<file path="src/rtl/core/tcfe_pkg.sv">
// ----------------------------------------------------------------------------
// Tile cache package
// Types and constants shared by the tile cache modules.
// ----------------------------------------------------------------------------
`default_nettype none

package tcfe_pkg;

  localparam int KEY_W  = 23;
  localparam int SLOT_W = 4;
  localparam int FUNC_W = 2;

  typedef enum logic [FUNC_W-1:0] {
    FUNC_LOOKUP = 2'd0,
    FUNC_INSERT = 2'd1,
    FUNC_FREE   = 2'd2,
    FUNC_NOP    = 2'd3
  } func_e;

  typedef enum logic [1:0] {
    ST_IDLE,
    ST_SCAN,
    ST_FINISH
  } state_e;

endpackage

`default_nettype wire

</file>
<file path="src/rtl/core/tile_cache_farthest_eviction_top.sv">
// Lookup and insert give their result after the scan, the p1 to p3 pipeline and
// the commit state; free and no-op requests give it on the next cycle.
// A lookup or insert keeps the block busy while the scan reads one entry per cycle
// and each entry passes the p1, p2 and p3 pipeline registers, until the commit
// state; requests are taken only while idle, and free and no-op keep it idle.
// Reset clears the valid marks and control state; the receiver cannot stall.
// ----------------------------------------------------------------------------
// Tile cache top level
// Fully associative tile table, filling the first free slot or else replacing the
// farthest entry, in synchronous key and centre memories scanned entry by entry.
// ----------------------------------------------------------------------------
`default_nettype none

module tile_cache_farthest_eviction_top #(
  parameter int SLOTS      = 16,
  parameter int COORD_BITS = 24
) (
  input  wire logic                          clk_i,
  input  wire logic                          rst_ni,
  input  wire logic                          start,
  output logic                               busy,
  input  wire logic [tcfe_pkg::FUNC_W-1:0]   func_i,
  input  wire logic signed [8:0]             tile_lon_i,
  input  wire logic signed [7:0]             tile_lat_i,
  input  wire logic [2:0]                    tile_x_i,
  input  wire logic [2:0]                    tile_y_i,
  input  wire logic signed [COORD_BITS-1:0]  center_x_i,
  input  wire logic signed [COORD_BITS-1:0]  center_y_i,
  input  wire logic signed [COORD_BITS-1:0]  center_z_i,
  input  wire logic signed [COORD_BITS-1:0]  view_x_i,
  input  wire logic signed [COORD_BITS-1:0]  view_y_i,
  input  wire logic signed [COORD_BITS-1:0]  view_z_i,
  input  wire logic [tcfe_pkg::SLOT_W-1:0]   slot_in_i,
  output logic                               done_o,
  output logic                               hit_o,
  output logic [tcfe_pkg::SLOT_W-1:0]        slot_o,
  output logic                               evicted_o
);

  import tcfe_pkg::*;

  localparam int IW = (SLOTS > 1) ? $clog2(SLOTS) : 1;
  localparam int PW = 3 * COORD_BITS;
  localparam int DW = COORD_BITS + 2;
  localparam logic [IW-1:0] LAST_IDX = IW'(SLOTS - 1);

  state_e state_q, state_d;

  // Request held for the duration of a scan.
  func_e             func_q;
  logic [KEY_W-1:0]  key_q;
  logic [PW-1:0]     ctr_q;
  logic [PW-1:0]     view_q;

  logic [SLOTS-1:0]  valid_q, valid_d;

  logic [KEY_W-1:0]  key_mem [SLOTS];
  logic [PW-1:0]     pt_mem  [SLOTS];
  logic [KEY_W-1:0]  rd_key_q;
  logic [PW-1:0]     rd_pt_q;

  logic [IW-1:0]     scan_idx_q;
  logic              issue_done_q;
  logic              p1_go_q, p2_go_q, p3_go_q;
  logic              p1_last_q, p2_last_q, p3_last_q;
  logic [IW-1:0]     p1_idx_q, p2_idx_q, p3_idx_q;

  logic              found_q, free_found_q;
  logic [IW-1:0]     found_idx_q, free_idx_q, best_idx_q;
  logic [DW-1:0]     best_q;
  logic [DW-1:0]     dist_val;

  logic              done_q, hit_q, evicted_q;
  logic [SLOT_W-1:0] slot_q;

  logic              accept;
  logic              scan_start;
  logic              issue;
  logic              commit;
  logic              free_req;
  logic [IW-1:0]     pick_idx;
  logic              mem_we;

  function automatic logic [SLOT_W-1:0] to_slot(input logic [IW-1:0] idx);
    logic [IW+SLOT_W-1:0] ext;
    ext = (IW + SLOT_W)'(idx);
    return ext[SLOT_W-1:0];
  endfunction

  assign accept     = start && (state_q == ST_IDLE);
  assign scan_start = accept && ((func_e'(func_i) == FUNC_LOOKUP) ||
                                 (func_e'(func_i) == FUNC_INSERT));
  assign free_req   = accept && (func_e'(func_i) == FUNC_FREE) &&
                      (32'(slot_in_i) < SLOTS);
  assign pick_idx   = free_found_q ? free_idx_q : best_idx_q;

  // Next state.
  always_comb begin
    state_d = state_q;
    unique case (state_q)
      ST_IDLE: begin
        if (scan_start) begin
          state_d = ST_SCAN;
        end
      end
      ST_SCAN: begin
        if (p3_go_q && p3_last_q) begin
          state_d = ST_FINISH;
        end
      end
      ST_FINISH: begin
        state_d = ST_IDLE;
      end
      default: begin
        state_d = ST_IDLE;
      end
    endcase
  end

  // State outputs.
  always_comb begin
    issue  = 1'b0;
    commit = 1'b0;
    busy   = 1'b1;
    unique case (state_q)
      ST_IDLE: begin
        busy = 1'b0;
      end
      ST_SCAN: begin
        issue = !issue_done_q;
      end
      ST_FINISH: begin
        commit = 1'b1;
      end
      default: begin
        busy = 1'b1;
      end
    endcase
  end

  assign mem_we = commit && (func_q == FUNC_INSERT);

  always_comb begin
    valid_d = valid_q;
    for (int i = 0; i < SLOTS; i++) begin
      if (free_req && (32'(slot_in_i) == i)) begin
        valid_d[i] = 1'b0;
      end
      if (mem_we && (32'(pick_idx) == i)) begin
        valid_d[i] = 1'b1;
      end
    end
  end

  // Table memories: one write port used at commit, one registered read port
  // used by the scan. The two never overlap in time.
  always_ff @(posedge clk_i) begin
    if (mem_we) begin
      key_mem[pick_idx] <= key_q;
      pt_mem[pick_idx]  <= ctr_q;
    end
    if (issue) begin
      rd_key_q <= key_mem[scan_idx_q];
      rd_pt_q  <= pt_mem[scan_idx_q];
    end
  end

  tcfe_dist #(
    .COORD_BITS(COORD_BITS)
  ) u_dist (
    .clk_i  (clk_i),
    .ctr_i  (rd_pt_q),
    .view_i (view_q),
    .dist_o (dist_val)
  );

  // Request capture and slot indexes along the scan pipeline.
  always_ff @(posedge clk_i) begin
    if (scan_start) begin
      func_q <= func_e'(func_i);
      key_q  <= {tile_lon_i, tile_lat_i, tile_x_i, tile_y_i};
      ctr_q  <= {center_x_i, center_y_i, center_z_i};
      view_q <= {view_x_i, view_y_i, view_z_i};
    end
    p1_idx_q <= scan_idx_q;
    p2_idx_q <= p1_idx_q;
    p3_idx_q <= p2_idx_q;
  end

  always_ff @(posedge clk_i or negedge rst_ni) begin
    if (!rst_ni) begin
      state_q      <= ST_IDLE;
      valid_q      <= '0;
      scan_idx_q   <= '0;
      issue_done_q <= 1'b0;
      p1_go_q      <= 1'b0;
      p2_go_q      <= 1'b0;
      p3_go_q      <= 1'b0;
      p1_last_q    <= 1'b0;
      p2_last_q    <= 1'b0;
      p3_last_q    <= 1'b0;
      found_q      <= 1'b0;
      found_idx_q  <= '0;
      free_found_q <= 1'b0;
      free_idx_q   <= '0;
      best_q       <= '0;
      best_idx_q   <= '0;
      done_q       <= 1'b0;
      hit_q        <= 1'b0;
      slot_q       <= '0;
      evicted_q    <= 1'b0;
    end else begin
      state_q   <= state_d;
      valid_q   <= valid_d;
      p1_go_q   <= issue;
      p1_last_q <= issue && (scan_idx_q == LAST_IDX);
      p2_go_q   <= p1_go_q;
      p2_last_q <= p1_last_q;
      p3_go_q   <= p2_go_q;
      p3_last_q <= p2_last_q;

      if (scan_start) begin
        scan_idx_q   <= '0;
        issue_done_q <= 1'b0;
        found_q      <= 1'b0;
        found_idx_q  <= '0;
        free_found_q <= 1'b0;
        free_idx_q   <= '0;
        best_q       <= '0;
        best_idx_q   <= '0;
      end else begin
        if (issue) begin
          scan_idx_q <= scan_idx_q + 1'b1;
          if (scan_idx_q == LAST_IDX) begin
            issue_done_q <= 1'b1;
          end
        end
        // The first valid match and the first free slot are kept.
        if (p1_go_q) begin
          if (valid_q[p1_idx_q] && (rd_key_q == key_q) && !found_q) begin
            found_q     <= 1'b1;
            found_idx_q <= p1_idx_q;
          end
          if (!valid_q[p1_idx_q] && !free_found_q) begin
            free_found_q <= 1'b1;
            free_idx_q   <= p1_idx_q;
          end
        end
        // Strict greater-than keeps the first of equal distances.
        if (p3_go_q && (dist_val > best_q)) begin
          best_q     <= dist_val;
          best_idx_q <= p3_idx_q;
        end
      end

      done_q <= 1'b0;
      if (commit) begin
        done_q <= 1'b1;
        if (func_q == FUNC_INSERT) begin
          hit_q     <= 1'b0;
          slot_q    <= to_slot(pick_idx);
          evicted_q <= !free_found_q;
        end else begin
          hit_q     <= found_q;
          slot_q    <= to_slot(found_idx_q);
          evicted_q <= 1'b0;
        end
      end else if (accept && !scan_start) begin
        done_q    <= 1'b1;
        hit_q     <= 1'b0;
        evicted_q <= 1'b0;
        slot_q    <= (func_e'(func_i) == FUNC_FREE) ? slot_in_i : '0;
      end
    end
  end

  assign done_o    = done_q;
  assign hit_o     = hit_q;
  assign slot_o    = slot_q;
  assign evicted_o = evicted_q;

endmodule

`default_nettype wire

</file>
<file path="src/rtl/core/tcfe_dist.sv">
// ----------------------------------------------------------------------------
// Tile cache distance unit
// Two-stage pipeline computing max + (med + min) / 4 of the absolute axis
// differences between a stored centre and the view point.
// ----------------------------------------------------------------------------
`default_nettype none

module tcfe_dist #(
  parameter int COORD_BITS = 24
) (
  input  wire logic                      clk_i,
  input  wire logic [3*COORD_BITS-1:0]   ctr_i,
  input  wire logic [3*COORD_BITS-1:0]   view_i,
  output logic      [COORD_BITS+1:0]     dist_o
);

  localparam int CB = COORD_BITS;
  localparam int AW = COORD_BITS + 1;
  localparam int DW = COORD_BITS + 2;

  logic [AW-1:0] abs_d [3];
  logic [AW-1:0] abs_q [3];
  logic [AW-1:0] hi, md, lo, tmp;
  logic [DW-1:0] side_sum;
  logic [DW-1:0] dist_d;

  // Stage A: exact absolute differences, one bit wider than a coordinate.
  always_comb begin
    logic signed [AW-1:0] c_ext;
    logic signed [AW-1:0] v_ext;
    logic signed [AW-1:0] diff;
    for (int a = 0; a < 3; a++) begin
      c_ext = $signed({ctr_i[(3-a)*CB-1], ctr_i[(3-a)*CB-1 -: CB]});
      v_ext = $signed({view_i[(3-a)*CB-1], view_i[(3-a)*CB-1 -: CB]});
      diff  = c_ext - v_ext;
      abs_d[a] = diff[AW-1] ? AW'(-diff) : AW'(diff);
    end
  end

  always_ff @(posedge clk_i) begin
    abs_q <= abs_d;
  end

  // Stage B: bring the largest axis to the front, then add a quarter of the rest.
  always_comb begin
    tmp = '0;
    hi  = abs_q[0];
    md  = abs_q[1];
    lo  = abs_q[2];
    if (hi < md) begin
      tmp = hi;
      hi  = md;
      md  = tmp;
    end
    if (hi < lo) begin
      tmp = hi;
      hi  = lo;
      lo  = tmp;
    end
    side_sum = {1'b0, md} + {1'b0, lo};
    dist_d   = {1'b0, hi} + {2'b00, side_sum[DW-1:2]};
  end

  always_ff @(posedge clk_i) begin
    dist_o <= dist_d;
  end

endmodule

`default_nettype wire

</file>
<file path="config.mk">
export PLATFORM = sky130hd
export DESIGN_NAME = tile_cache_farthest_eviction_top
export DESIGN_NICKNAME = d
export VERILOG_FILES = /design/src/rtl/core/tcfe_pkg.sv /design/src/rtl/core/tile_cache_farthest_eviction_top.sv /design/src/rtl/core/tcfe_dist.sv
export SDC_FILE = /design/constraint.sdc
export NUM_CORES = 2
export LEC_CHECK = 0
export BUFFER_PORTS_ARGS = -buffer_cell sky130_fd_sc_hd__clkbuf_2
export CAP_MARGIN = 15
export CORE_AREA = 3 3 403 405
export CTS_CLUSTER_SIZE = 30
export DETAILED_ROUTE_END_ITERATION = 10
export DIE_AREA = 0 0 406 408
export PLACE_DENSITY_LB_ADDON = 0.1
export SYNTH_ARGS = -nofsm -noshare
export SYNTH_HDL_FRONTEND = slang
export SYNTH_SLANG_ARGS = --single-unit
</file>
<file path="constraint.sdc">
create_clock -name clk_i -period 19.3 [get_ports clk_i]
set_input_delay 0.965 -clock clk_i [delete_from_list [all_inputs] [get_ports clk_i]]
set_output_delay 0.965 -clock clk_i [all_outputs]
set_load 0.02 [all_outputs]
</file>
==> results.md <==
* Outcome: finished, final reports clean
* Wire per inst at 28.09 um
* H-tree levels at 4
* Most frequent cells after synthesis: edfxtp_1, mux4_2, inv_1
* Dominant synthesized flop cell: edfxtp_1
* Worst Setup EP: u_dist.dist_o[24]
* Setup WS pre-CTS at 9.509 ns
* Top-level I/O count at 184
* Gr ovfl total at 0
* Mapped Nets at 4762
* Synthesized instance count at 4384
* Crit path capture type: register
* Area delta synth->final at 12.48%
* Post-route ant nets at 0
* DRT iter0 DRCs at 4051
* Total negative slack at 0 ns
* Initial Util at 0.5101
* Root buffer cell: clkbuf_16
* Synth Area in XOR/XNOR at 0.01936
* FF-to-FF Start: u_dist.abs_q[45]
* Layout cell share with drive strength beyond 1 at 0.2238
* Register area share after synthesis at 0.7130
* Synth Area in Adders at 0.03158
* PwrDens at 92.28 mW/mm2
* Final core utilization at 0.5738
* Post-synthesis simple-gate area fraction at 0.03398
* Initial antenna violation count at 15
* Setup ws final at 9.407 ns
* Placed cell count at 6561
* Clock transition at the registers of the reported paths at 0.06 ns
* FF-to-FF setup slack at 9.41 ns
* Count leader, synth: edfxtp_1
* Via/cell ratio at 6.006
* Final Cycle Share at 0.5126
* All-Layer GR Usage at 0.2378
* Die footprint at 0.1656 mm2
* DRT Pass-1 Iters at 8
* Crit Path Category: register to register
* Worst setup path start: u_dist.abs_q[45]
* Hold path cells at 0
* Rel. slew slack at 0.2379
* Main combinational cell family by area after synthesis: multiplexers
* Die height at 408 um
* Yosys top cell area share at 0.6616
* Total number of vias at 41630
* Final setup viols at 0
* Worst-path maximum fanout at 85
* Routability cong. at 0.8860
* R2r worst-path depth at 38
* R2r endpoint: u_dist.dist_o[24]
* Crit path required time at 20.00 ns
* Max Cap Viol at 0
* Worst endpoint data arrival time at 10.59 ns
* Port Buffers at 183
* Postcts setup bufs at 0
* Fin cells at 6932
* CTS Hold Bufs at 0
* Die X at 406 um
* First-pass GRT wire length at 285.3 mm
* Post-synth ARST share at 0.03852
* VDD IR max at 0.08680 mV
* Final Hold Vio Count at 0
* Clk sink count at 1973
* Leakage at 31.82 nW
* CTS Buf Count at 200
* Final Max Slew Viols at 0
* PostCTS Resize Cnt at 0
* FF+latch area at 0.05775 mm2
* Complex-gate fraction of the synthesized area at 0.04351
* #FFs+latches synth at 1973
* Net count, final at 5069
* Min-delay worst type: register to register
* Fmax at 0.1011 GHz
* Total of warnings raised by yosys at 0
* RSZ-0062 raised after global routing: no
* Final hold slack at 0.3173 ns
* Worst slew pin tran at 1.143 ns
* Clk Latency, worst-skew pair at 0.82 ns
* Fillers at 11920
* WL final at 194.7 mm
* Clock buffer depth at 3
* Critical-path top delay cell: buf_4
* Mux share of post-synthesis cell area at 0.1424
* Area contributors post-synth: edfxtp_1, mux4_2, ha_1, dfxtp_1, dfrtp_1
* Synth area leader: edfxtp_1
* Period minus WS final at 9.893 ns
* DRC at 0
* TritonCTS clock tree: yes
* Cell Area, Synth at 0.08098 mm2
* Crit path launch type: register
* Largest stage delay, worst path at 0.61 ns
* DP Wirelength at 111.8 mm
* Post-Syn Area per Cell at 18.47 um2
* Multi-input gate area at 0.02208 mm2
* Core area at 0.1587 mm2
* EDFF count, synth at 1784
* Vias in the first global route at 41730
* Largest net degree at the start of global routing at 129
* Setup Skew at 0.05733 ns
* Row count at 146
* Netlist cell types at 83
==> per-layer routing <==
metal / vias up / routed length (um) / share of wire / global-route usage
met3: 214 / 13170 / 0.068 / 0.04298
met4: 0 / 2978 / 0.015 / 0.04692
li1: 18180 / - / - / -
met1: 21940 / 87710 / 0.45 / 0.3634
met2: 1298 / 90860 / 0.47 / 0.3634
met5: - / 0 / 0 / 0
==> flip-flops by register name, indices dropped and copies added, names as in the netlist, 4 cells and up <==
register and flops:
p2_idx_q 4, ctr_q 72, p1_idx_q 4, best_q 26
rd_key_q 23, u_dist.dist_o 26, scan_idx_q 4, free_idx_q 4
view_q 72, key_mem 368, valid_q 16, rd_pt_q 72
u_dist.abs_q 75, p3_idx_q 4, slot_o 4, found_idx_q 4
best_idx_q 4, key_q 23, pt_mem 1152
==> stage by stage <==
step / instance area [um2] / total power [mW]
2_1_floorplan: 80980 / 4.688
3_3_place_gp: 84650 / 4.717
3_5_place_dp: 84650 / 4.716
4_1_cts: 91080 / 8.488
5_1_grt: 91080 / 8.664
6_report: 91090 / 8.406
==> report_power, final <==
part	leakage, nW	total [mW]	internal [mW]	switching (mW)
clock network	3.11	3.78	2.16	1.62
registers	17.7	4.60	4.60	0.000236
logic	11.0	0.0303	0.0136	0.0167
==> cells by family (layout without fill, tap and decap cells) <==
family / Yosys count / after routing
compound gates: 551 / 551
xor+xnor: 179 / 179
fa+ha+maj: 202 / 202
buf+inv: 347 / 821
flops: 1973 / 1973
mux: 549 / 549
other cells: 0 / 2
simple gates: 583 / 583
==> final cells by class <==
cell class / count / share of cell area
diodes: 2 / 0.00005495
clock buffers: 243 / 0.05751
clock inverters: 126 / 0.01305
inverters: 202 / 0.008324
multi-input cells: 2064 / 0.2424
flip-flops and latches: 1973 / 0.6340
well taps: 2072 / 0.02846
repair buffers: 250 / 0.01615
==> worst max-delay path, delay by kind of cell (launching register included) <==
| family | cells | cell delay, ns |
|---|---|---|
| and+or+nand+nor | 6 | 1.07 |
| muxes | 1 | 0.42 |
| AOI/OAI and AO/OA | 22 | 5.12 |
| adders and majority gates | 4 | 1.27 |
| buffers and inverters | 3 | 1.22 |
| DFF | 1 | 0.32 |
| xor gates and xnor gates | 2 | 0.32 |
==> layout by cell type, fill, tap and decap left out, types with 27 or more instances in the layout <==
cell / Yosys / final
clkinv_2: 0 / 32
o21a_1: 35 / 35
edfxtp_1: 1784 / 1784
xor2_1: 61 / 61
clkbuf_16: 0 / 202
dfxtp_1: 113 / 113
nand3_1: 32 / 32
mux4_2: 480 / 480
clkbuf_2: 0 / 182
mux2i_1: 45 / 45
nand2_1: 152 / 152
clkinv_1: 0 / 49
buf_4: 0 / 64
dfrtp_1: 76 / 72
o21ai_0: 143 / 143
nor2_1: 197 / 181
nor2b_1: 28 / 28
nand2b_1: 27 / 27
clkbuf_1: 104 / 38
inv_1: 202 / 202
a21o_1: 46 / 46
ha_1: 198 / 198
a21oi_1: 161 / 160
nor3_1: 42 / 42
xnor2_1: 118 / 118
==> worst min-delay path by stage <==
stage / start / end
2_1_floorplan: p2_idx_q[0] / p3_idx_q[0]
3_3_place_gp: p2_idx_q[1] / p3_idx_q[1]
3_5_place_dp: p2_idx_q[1] / p3_idx_q[1]
4_1_cts: view_z_i[20] / view_q[20]
5_1_grt: center_y_i[6] / ctr_q[30]
6_report: p2_go_q / p3_go_q
Power figures use the tool's default switching activity.
